**src/rtl/array_list_engine_defines.svh**
```systemverilog
// assertion helpers for the list engine sources
`ifndef ARRAY_LIST_ENGINE_DEFINES_SVH
`define ARRAY_LIST_ENGINE_DEFINES_SVH

// condition must hold in the same cycle
`define ALE_ASSERT_NOW(lbl, ante, cons, msg) \
  lbl: assert property (@(posedge clk) disable iff (rst) (ante) |-> (cons)) \
    else $error(msg);

// condition must hold in the next cycle
`define ALE_ASSERT_NEXT(lbl, ante, cons, msg) \
  lbl: assert property (@(posedge clk) disable iff (rst) (ante) |=> (cons)) \
    else $error(msg);

`endif

```
**src/rtl/ale_pkg.sv**
```systemverilog
package ale_pkg;

  // controller states
  typedef enum logic [1:0] {
    ST_IDLE,
    ST_SCAN,
    ST_MOVE,
    ST_DONE
  } state_t;

  // command kinds
  localparam logic [3:0] KIND_CLEAR   = 4'd0;
  localparam logic [3:0] KIND_INSERT  = 4'd1;
  localparam logic [3:0] KIND_DELETE  = 4'd2;
  localparam logic [3:0] KIND_LOCATE  = 4'd3;
  localparam logic [3:0] KIND_DELMIN  = 4'd4;
  localparam logic [3:0] KIND_REVERSE = 4'd5;
  localparam logic [3:0] KIND_REMOVE  = 4'd6;
  localparam logic [3:0] KIND_SRANGE  = 4'd7;
  localparam logic [3:0] KIND_RANGE   = 4'd8;
  localparam logic [3:0] KIND_DEDUP   = 4'd9;

  // result status codes
  localparam logic [1:0] STAT_OK      = 2'd0;
  localparam logic [1:0] STAT_BAD_POS = 2'd1;
  localparam logic [1:0] STAT_FULL    = 2'd2;
  localparam logic [1:0] STAT_EMPTY   = 2'd3;

  // per-cycle command broadcast to every cell
  typedef struct packed {
    logic pop;
    logic push;
  } cell_ctl_t;

endpackage

```
**src/rtl/ale_cell.sv**
```systemverilog
module ale_cell #(
  parameter int EW  = 32,
  parameter int IW  = 6,
  parameter int IDX = 0
) (
  input  logic              clk,
  input  ale_pkg::cell_ctl_t ctl,
  input  logic [IW-1:0]     w,
  input  logic [EW-1:0]     next_data,
  input  logic [EW-1:0]     push_data,
  output logic [EW-1:0]     data
);
  import ale_pkg::*;

  localparam logic [IW-1:0] MY_IDX = IW'(IDX);

  // below the write slot take the neighbor, at the slot take the pushed word
  always_ff @(posedge clk) begin
    if (ctl.pop && (MY_IDX < w)) begin
      data <= next_data;
    end else if (ctl.push && (MY_IDX == w)) begin
      data <= push_data;
    end
  end

endmodule

```
**src/rtl/array_list_engine.sv**
```systemverilog
// Ordered list engine: elements live in a row of CAPACITY cells, position 1 at cell 0.
// Each list command streams the list through cell 0: each cycle the head element is
// popped and either written back at a broadcast slot (the tail, or a moving slot for
// reverse) or dropped; insert pushes the new word at the tail when it reaches its spot.
// Delete min and sorted range removal first run a pass that finds the minimum or the
// range bounds before that move pass. Errors, clear and unused kinds skip both passes.
// A new request is taken only while the engine is idle; the result sits in an output
// register, so the next request can start while it waits to be taken.
`include "array_list_engine_defines.svh"

module array_list_engine #(
  parameter int CAPACITY      = 64,
  parameter int ELEMENT_WIDTH = 32
) (
  input  logic               clk,
  input  logic               rst,
  input  logic               in_valid,
  output logic               in_stall,
  input  logic [3:0]         kind,
  input  logic [6:0]         position,
  input  logic signed [31:0] value,
  input  logic signed [31:0] range_high,
  output logic               out_valid,
  input  logic               out_stall,
  output logic [1:0]         status,
  output logic signed [31:0] result_value,
  output logic [6:0]         found_position,
  output logic [6:0]         removed_count,
  output logic [6:0]         list_length
);
  import ale_pkg::*;

  localparam int EW = ELEMENT_WIDTH;
  localparam int CW = $clog2(CAPACITY + 1);
  localparam int IW = $clog2(CAPACITY);
  localparam int PW = ((CW > 7) ? CW : 7) + 1;

  state_t state, state_next;

  logic [EW-1:0]        cell_data [CAPACITY];
  logic signed [EW-1:0] head;
  cell_ctl_t            ctl;
  logic [IW-1:0]        w;
  logic signed [EW-1:0] push_data;

  logic [CW-1:0]        count, qlen, j, mi, first_idx, last_idx;
  logic [CW-1:0]        found_r, removed_r;
  logic [3:0]           kind_r;
  logic [6:0]           pos_r;
  logic signed [EW-1:0] s_r, t_r, res_r, minv, lastv, lastk;
  logic [1:0]           status_r;
  logic                 ins_done, first_found, have_kept;

  logic signed [EW-1:0] val_e, hi_e;
  logic [1:0]           start_status;
  logic                 accept, ins_now, keep, load_out, last_elem;

  assign val_e = EW'(value);
  assign hi_e  = EW'(range_high);
  assign head  = cell_data[0];

  // row of cells
  for (genvar g = 0; g < CAPACITY; g++) begin : g_cell
    logic [EW-1:0] nb;
    if (g == CAPACITY - 1) begin : g_end
      assign nb = '0;
    end else begin : g_mid
      assign nb = cell_data[g + 1];
    end
    ale_cell #(.EW(EW), .IW(IW), .IDX(g)) u_cell (
      .clk       (clk),
      .ctl       (ctl),
      .w         (w),
      .next_data (nb),
      .push_data (push_data),
      .data      (cell_data[g])
    );
  end

  // request checks against the current length
  always_comb begin
    start_status = STAT_OK;
    case (kind)
      KIND_INSERT: begin
        if (position == 7'd0 || PW'(position) > PW'(count) + PW'(1)) begin
          start_status = STAT_BAD_POS;
        end else if (count == CW'(CAPACITY)) begin
          start_status = STAT_FULL;
        end
      end
      KIND_DELETE: begin
        if (position == 7'd0 || PW'(position) > PW'(count)) begin
          start_status = STAT_BAD_POS;
        end
      end
      KIND_DELMIN: begin
        if (count == '0) begin
          start_status = STAT_EMPTY;
        end
      end
      KIND_SRANGE, KIND_RANGE: begin
        if (count == '0 || val_e >= hi_e) begin
          start_status = STAT_EMPTY;
        end
      end
      default: start_status = STAT_OK;
    endcase
  end

  assign in_stall  = (state != ST_IDLE);
  assign accept    = in_valid && !in_stall;
  assign last_elem = (j == count - 1'b1);

  // keep or drop the head element during the move pass
  always_comb begin
    keep = 1'b1;
    case (kind_r)
      KIND_DELETE: keep = (PW'(j) + PW'(1) != PW'(pos_r));
      KIND_DELMIN: keep = !last_elem;
      KIND_REMOVE: keep = (head != s_r);
      KIND_SRANGE: keep = !(first_found && j >= first_idx && j < last_idx);
      KIND_RANGE:  keep = !(head >= s_r && head <= t_r);
      KIND_DEDUP:  keep = !have_kept || (head != lastk);
      default:     keep = 1'b1;
    endcase
  end

  assign ins_now = (kind_r == KIND_INSERT) && !ins_done && (PW'(j) + PW'(1) == PW'(pos_r));

  // state register
  always_ff @(posedge clk) begin
    if (rst) begin
      state <= ST_IDLE;
    end else begin
      state <= state_next;
    end
  end

  // next state and cell commands
  always_comb begin
    state_next = state;
    ctl        = '0;
    w          = '0;
    push_data  = head;
    load_out   = 1'b0;
    case (state)
      ST_IDLE: begin
        if (in_valid) begin
          if (start_status != STAT_OK || kind == KIND_CLEAR || kind > KIND_DEDUP) begin
            state_next = ST_DONE;
          end else if (kind == KIND_DELMIN || kind == KIND_SRANGE) begin
            state_next = ST_SCAN;
          end else begin
            state_next = ST_MOVE;
          end
        end
      end
      ST_SCAN: begin
        ctl.pop  = 1'b1;
        ctl.push = 1'b1;
        w        = IW'(qlen - 1'b1);
        if (last_elem) begin
          state_next = ST_MOVE;
        end
      end
      ST_MOVE: begin
        if (ins_now) begin
          ctl.push  = 1'b1;
          w         = IW'(qlen);
          push_data = s_r;
        end else if (j < count) begin
          ctl.pop  = 1'b1;
          ctl.push = keep;
          if (kind_r == KIND_REVERSE) begin
            w = IW'(count - j - 1'b1);
          end else begin
            w = IW'(qlen - 1'b1);
          end
          if (kind_r == KIND_DELMIN && j == mi) begin
            push_data = lastv;
          end
        end else begin
          state_next = ST_DONE;
        end
      end
      ST_DONE: begin
        if (!out_valid || !out_stall) begin
          load_out   = 1'b1;
          state_next = ST_IDLE;
        end
      end
      default: state_next = ST_IDLE;
    endcase
  end

  // command bookkeeping
  always_ff @(posedge clk) begin
    if (accept) begin
      kind_r      <= kind;
      pos_r       <= position;
      s_r         <= val_e;
      t_r         <= hi_e;
      status_r    <= start_status;
      res_r       <= '0;
      found_r     <= '0;
      removed_r   <= '0;
      j           <= '0;
      ins_done    <= 1'b0;
      first_found <= 1'b0;
      first_idx   <= '0;
      last_idx    <= '0;
      have_kept   <= 1'b0;
    end else if (state == ST_SCAN) begin
      j <= last_elem ? '0 : j + 1'b1;
      if (j == '0 || head < minv) begin
        minv <= head;
        mi   <= j;
      end
      if (last_elem) begin
        lastv <= head;
      end
      if (!first_found && head >= s_r) begin
        first_found <= 1'b1;
        first_idx   <= j;
      end
      if ((first_found || head >= s_r) && head <= t_r) begin
        last_idx <= j + 1'b1;
      end
    end else if (state == ST_MOVE) begin
      if (ins_now) begin
        ins_done <= 1'b1;
      end else if (j < count) begin
        j <= j + 1'b1;
        if (!keep && kind_r >= KIND_REMOVE && kind_r <= KIND_DEDUP) begin
          removed_r <= removed_r + 1'b1;
        end
        if (kind_r == KIND_DELETE && !keep) begin
          res_r <= head;
        end
        if (kind_r == KIND_DELMIN && last_elem) begin
          res_r <= minv;
        end
        if (kind_r == KIND_LOCATE && found_r == '0 && head == s_r) begin
          found_r <= j + 1'b1;
        end
        if (kind_r == KIND_DEDUP && keep) begin
          lastk     <= head;
          have_kept <= 1'b1;
        end
      end
    end
  end

  // lengths
  always_ff @(posedge clk) begin
    if (rst) begin
      count <= '0;
      qlen  <= '0;
    end else begin
      if (accept && kind == KIND_CLEAR) begin
        qlen <= '0;
      end else if (state == ST_MOVE && ins_now) begin
        qlen <= qlen + 1'b1;
      end else if (state == ST_MOVE && j < count && !keep) begin
        qlen <= qlen - 1'b1;
      end
      if (load_out) begin
        count <= qlen;
      end
    end
  end

  // result register
  always_ff @(posedge clk) begin
    if (rst) begin
      out_valid <= 1'b0;
    end else if (load_out) begin
      out_valid <= 1'b1;
    end else if (!out_stall) begin
      out_valid <= 1'b0;
    end
  end

  always_ff @(posedge clk) begin
    if (load_out) begin
      status         <= status_r;
      result_value   <= 32'(res_r);
      found_position <= 7'(found_r);
      removed_count  <= 7'(removed_r);
      list_length    <= 7'(qlen);
    end
  end

  `ALE_ASSERT_NOW(a_len_bound, 1'b1, qlen <= CW'(CAPACITY), "list length beyond capacity")
  `ALE_ASSERT_NOW(a_idle_len, state == ST_IDLE, qlen == count, "length not committed in idle")
  `ALE_ASSERT_NOW(a_pop_nonempty, ctl.pop, qlen != '0, "pop from an empty row")
  `ALE_ASSERT_NEXT(a_load_idle, load_out, state == ST_IDLE && out_valid, "result not posted")

endmodule
```
**config.mk**
```make
export PLATFORM = sky130hd
export DESIGN_NAME = array_list_engine
export DESIGN_NICKNAME = d
export VERILOG_FILES = /design/src/rtl/ale_pkg.sv /design/src/rtl/ale_cell.sv /design/src/rtl/array_list_engine.sv
export VERILOG_INCLUDE_DIRS = /design/src /design/src/rtl
export SDC_FILE = /design/constraint.sdc
export NUM_CORES = 2
export LEC_CHECK = 0
export BUFFER_PORTS_ARGS = -buffer_cell sky130_fd_sc_hd__buf_2
export CORE_MARGIN = 2
export CORE_UTILIZATION = 55
export DETAILED_ROUTE_END_ITERATION = 6
export GPL_TIMING_DRIVEN = 0
export PLACE_DENSITY = 0.73
export SLEW_MARGIN = 20
export SYNTH_ARGS = -nofsm -noshare
export SYNTH_HDL_FRONTEND = slang
export SYNTH_SLANG_ARGS = --single-unit
```
**constraint.sdc**
```tcl
create_clock -name clk -period 9 [get_ports clk]
set_input_delay 1.8 -clock clk [delete_from_list [all_inputs] [get_ports clk]]
set_output_delay 1.8 -clock clk [all_outputs]
set_load 0.05 [all_outputs]
```
# Word level (Yosys, flattened, before mapping)
# Cells that the tools add are included.
# W data, S select, Z words.
dict set report op_classes {
  n_addsub 9
  magnitude_cmp 76
  eq_ne 95
  n_mux 166
  bitwise 3
  reduce_logical 258
}
# cell n
set ops {}
lappend ops {{$mux W32} 132}
lappend ops {{$eq A6 B6 Y1 const A} 32}
lappend ops {{$lt A6 B6 Y1 const A} 32}
lappend ops {{$logic_and A1 B1 Y1} 148}
lappend ops {{$reduce_bool A2 Y1} 69}
lappend ops {{$eq A5 B6 Y1 const A} 16}
lappend ops {{$lt A5 B6 Y1 const A} 16}
lappend ops {{$ge A32 B32 Y1} 2}
lappend ops {{$ne A32 B32 Y1} 2}
lappend ops {{$mux W7} 7}
lappend ops {{$eq A4 B6 Y1 const A} 8}
lappend ops {{$lt A4 B6 Y1 const A} 8}
lappend ops {{$eq A32 B32 Y1} 1}
lappend ops {{$le A32 B32 Y1} 1}
lappend ops {{$lt A32 B32 Y1} 1}
lappend ops {{$logic_not A7 Y1} 4}
lappend ops {{$reduce_and A5 Y1} 5}
lappend ops {{$eq A3 B6 Y1 const A} 4}
lappend ops {{$eq A4 B3 Y1 const B} 6}
lappend ops {{$lt A3 B6 Y1 const A} 4}
lappend ops {{$mux W2} 12}
lappend ops {{$add A7 B1 Y7 const B} 3}
lappend ops {{$mux W6} 3}
lappend ops {{$add A7 B1 Y8 const B} 2}
lappend ops {{other kinds (40)} 89}
dict set report word_totals {
  regBits 2370
  output_inout_bits 57
}

# Depth between registers and ports, before layout
dict set report logic_depth {
  word_depth 11
  mapped_depth 17
  mapped_depth_nobuf 13
}

# Worst setup path before layout
# Ideal clock, no wire load.
dict set report synth_timing {
  path_type {flip-flop to flip-flop}
  startpoint {register j[1]}
  endpoint {register g_cell[18].u_cell.data[0], enable pin}
  arrival_time_ns 6.772
  slack_ns 1.717
  path_stages_with_launch 14
  n_path_buf 3
  synth_period_minus_slack_ns 7.283
  path_cell_list {dfxtp_1 -> buf_2 -> inv_1 -> ha_1 -> xor2_1 -> nor3b_1 -> mux2i_2 -> nor4b_4 -> mux2_2 -> nor2_1 -> clkbuf_1 -> nand3_1 -> clkbuf_1 -> o41ai_1}
}
dict set report synth_via {
  elab_chain_cells 10
  elab_cells_between_ends 28
  cone_classes {add/sub (3); order compare (4); eq/ne (4); mux (9); reduce/logical (8)}
}
# item line_no
set synth_rtl {}
lappend synth_rtl {{from (decl)} array_list_engine.sv:46} ;# logic [CW-1:0] count, qlen, j, mi, first_idx, last_idx;
lappend synth_rtl {{from (signal assigned)} array_list_engine.sv:214} ;# j <= last_elem ? '0 : j + 1'b1;
lappend synth_rtl {{from (signal assigned)} array_list_engine.sv:233} ;# j <= j + 1'b1;
lappend synth_rtl {{branches (longest 9 deep; another with $sub A6 B6 Y6)} -}
lappend synth_rtl {{$reduce_bool A2 Y1 (no source line) *} -}
lappend synth_rtl {{to (signal assigned)} ale_cell.sv:20} ;# data <= next_data;
lappend synth_rtl {{to (signal assigned)} ale_cell.sv:22} ;# data <= push_data;
lappend synth_rtl {{to (decl)} ale_cell.sv:11} ;# output logic [EW-1:0] data
# Mark *: on every way between the ends.
# A chain may end at the register's enable or synchronous reset.

# Worst setup path in the final report
dict set report layout_timing {
  startpoint {register j[1]}
  endpoint {register g_cell[29].u_cell.data[20], enable pin}
}
dict set report layout_via {
  elab_chain_cells 10
  elab_cells_between_ends 28
  cone_classes {add/sub (3); order compare (4); eq/ne (4); mux (9); reduce/logical (8)}
}
# item line_no
set layout_rtl {}
lappend layout_rtl {{branches (longest 9 deep; another with $sub A6 B6 Y6)} -}
lappend layout_rtl {{$reduce_bool A2 Y1 (no source line) *} -}
lappend layout_rtl {{to (signal assigned)} ale_cell.sv:20}
lappend layout_rtl {{to (signal assigned)} ale_cell.sv:22}
lappend layout_rtl {{to (decl)} ale_cell.sv:11}
# Marked as above.

==> summary.md <==
| Metric | Value |
|---|---|
| Hold_buf cts | 0 |
| CORE AREA | 188000 um2 |
| Total iterations of the first detailed-routing run | 7 |
| Filler cells | about 14000 |
| FF/Latch Area | about 70000 um2 |
| Post-synth EDFFs | 2283 |
| Total wire length | 334000 um |
| Mean area per synthesized cell | 14.3 um2 |
| Postcts setup bufs | 0 |
| Die area | approximately 190000 um2 |
| Seq pwr share | 43.7% |
| Post-synth top area share | 66.0% |
| Initial antenna violation count | 23 |
| Worst-path clk slew | 60 ps |
| Initial Util | about 55% |
| Async set-or-reset flop fraction in the synthesized netlist | 0% |
| Drt drc | 3 |
| First-pass GRT wire length | approximately 470000 um |
| Dominant cells by area after synthesis | edfxtp_1, mux2_2, nand2_1 |
| WS Path Type | flop to flop |
| Largest net degree at the start of global routing | 57 |
| Cell area power density | between 200 and 300 nW/um2 |
| Critical Path RT | between 9000 and 10000 ps |
| Post-route cell area | 118000 um2 |
| Area growth syn-to-layout | 14.1% |
| TritonCTS clock tree | built |
| Final Hold Viols | 0 |
| Achievable Freq | 127 MHz |
| Area post-placement | approximately 110000 um2 |
| Die extent in y | 438 um |
| Failing checks | design-rule violations |
| Net switching power | 11.4 mW |
| H-tree Lvls | 4 |
| Later-pin clock latency in the skew report | 920 ps |
| P_leak | about 40 nW |
| RSZ-0062 raised after global routing | false |
| Yosys cell types | 97 |
| Number of global-route vias before repair | 66785 |
| Post-CTS Resized | 0 |
| Hold Slack | about 430 ps |
| YS warnings | 0 |
| Peak VDD IR | 195 uV |
| Post-Synthesis Cells | 7241 |
| Clock power frac | between 20 and 30% |
| Pins Over Slew Limit | 0 |
| Register area share after synthesis | between 60% and 70% |
| Period Utilization, post-route | 87.3% |
| Post-route ant nets | 0 |
| Tot Pwr | 34.5 mW |
| Slew headroom | 13.0% |
| Synthesized cell area | 104000 um2 |
| Type of origin of the critical path | flop |
| Global-route usage over all layers | 34.3% |
| Layout cells sized above 1 | 25.4% |
| Worst-Margin Slew | 1310 ps |
| Die X | 438 um |
| GR Overflow Total | 0 |
| Area leader, netlist | edfxtp_1 |
| Critical path arrival | 8480 ps |
| Internal power | 23.0 mW |
| Sw frac | 33.2% |
| Drt via density | 6.54 |
| Logic pwr share | ~28% |
| Final setup violation count | 0 |
| Iteration-0 DRC Markers | 10262 |
| Clock root buffer master | clkbuf_16 |
| Ports | 136 |
| Row cnt | 159 |
| Synth Register Bits | 2370 |
| TritonCTS buffer count | 231 |
| Synth Net Count | 7498 |
| WL per Instance | 31.8 um |
| CP max FO | 10 |
| GPL Wtd Cong | 1.01 |
| Clock skew | 47.9 ps |
| Max clock buf depth | 3 |
| Via count | 68669 |
| Final Net Count | 8051 |
| # Max-Cap Violations | 0 |
| Clock sink count | 2370 |
| Final TNS setup | 0 ps |
| Port Buffers | 135 |
| Area of the multi-input gates | 31400 um2 |
| Detailed-placement wirelength estimate | 244000 um |
| Outcome | finished, violations left |
| Crit end category | flop |
| FF-to-FF setup slack | 1140 ps |
| Shortest period the worst path allows | approximately 8000 ps |
| Hold crit path type | flop to flop |
| Primary FF master, synth | edfxtp_1 |
## power by group through the flow
stage               clock network [mW]  registers (mW)  logic (mW)
floorplan                            0            15.2        5.14
global placement                     0            15.4        8.37
detailed placement                   0            15.3        9.12
CTS                               9.89            15.0        9.21
global route                      10.3            15.1        9.91
finish                            9.90            15.1        9.50
## layout by cell type (no fill, tap or decap), drive strengths merged, types with 9 or more instances in the layout
master,netlist,layout
a32o,64,64
mux2i,53,53
nor2b,16,16
clkbuf,409,693
ha,177,177
diode,0,12
nand2b,24,24
nand3,55,55
or4,10,10
nor2,156,156
edfxtp,2283,2283
clkinvlp,0,14
o2bb2ai,98,98
nand2,888,888
dfxtp,87,87
nor3,38,38
o41ai,12,12
o211ai,11,11
o22ai,232,232
a21o,73,73
a21oi,85,85
nor4,23,23
or3,10,10
nor4b,9,9
nand4,42,42
o21a,14,14
bufinv,0,24
o21ai,593,593
inv,209,218
clkinv,2,102
and3,13,13
xor2,34,34
o31ai,39,39
xnor2,30,30
a2bb2oi,31,31
mux2,1120,1120
a211oi,20,20
buf,162,482
a31oi,17,17
## layout make-up
cell class              instances  area share (%)
diodes                         12          0.0253
plain buffers                 571            2.01
clock buffers                 284            5.09
clock inverters               147            1.35
inverters                     211           0.669
multi-input cells            4089            26.5
flip-flops and latches       2370            59.3
well taps                    2495            2.63
repair buffers                320            2.38
## flip-flops by register name, indices dropped and copies added (netlist names), 7 cells and up
register	flops
count	7
first_idx	7
found_position	7
found_r	7
g_cell.u_cell.data	2048
j	7
last_idx	7
lastk	32
lastv	32
list_length	7
mi	7
minv	32
pos_r	7
qlen	7
removed_count	7
removed_r	7
res_r	32
result_value	32
s_r	32
t_r	32
## Yosys cell counts (41+ instances only)
library cell	count
a21o_1	73
a21oi_1	84
a32o_1	64
buf_2	110
clkbuf_1	409
dfxtp_1	87
edfxtp_1	2283
ha_1	177
inv_1	208
mux2_1	47
mux2_2	1073
mux2i_1	52
nand2_1	888
nand3_1	55
nand4_1	41
nor2_1	155
o21ai_0	534
o21ai_1	55
o22ai_1	232
o2bb2ai_1	98
## per-layer routing
layer,global-route usage [%],vias to the layer above,part of all wire (%)
li1,-,28565,-
met1,45.7,34580,38
met2,51.5,4591,44
met3,9.81,927,12
met4,17.7,6,5.9
met5,0,-,0.013
## cells by family after synthesis
kind of cell	Yosys count	share of synthesized area [%]
adders and majority gates	179	2.16
DFF	2370	67.7
buffers and inverters	782	3.01
xor gates and xnor gates	66	0.591
muxes	1173	12.7
and+or+nand+nor	1313	5.45
AOI/OAI and AO/OA	1358	8.40
## critical path, stage by stage, from the launching register on
cell	delay, ps
dfxtp_1	610
buf_2	330
inv_1	130
ha_1	400
xor2_1	210
nor3b_1	250
mux2i_2	230
nor4b_4	660
nor3_2	180
o21ai_1	590
clkbuf_1	830
nor3_1	410
o21ai_1	850
buf_2	640
o41ai_2	220
buf_2	230
buf_2	190
buf_2	190
buf_2	200
buf_2	200
## through the flow
| step | setup WS, ps | instances | utilization, % |
|---|---|---|---|
| 2_1_floorplan | 1720 | 7241 | - |
| 4_1_cts | 1510 | 10487 | 63.1 |
| 3_5_place_dp | 1510 | 10056 | 59.1 |
| 6_report | 1140 | 10499 | 63.2 |
| 3_3_place_gp | -4090 | 9871 | 57.4 |
| 5_1_grt | 1090 | 10491 | 63.1 |
## worst paths after layout
| kind | from | endpoint | cells past startpoint |
|---|---|---|---|
| max | j[1] | g_cell[29].u_cell.data[20] | 19 |
| min | res_r[14] | result_value[14] | 0 |
| max reg2reg | j[1] | g_cell[29].u_cell.data[20] | 19 |
| min reg2reg | res_r[14] | result_value[14] | 0 |
Power figures use the tool's default switching activity.
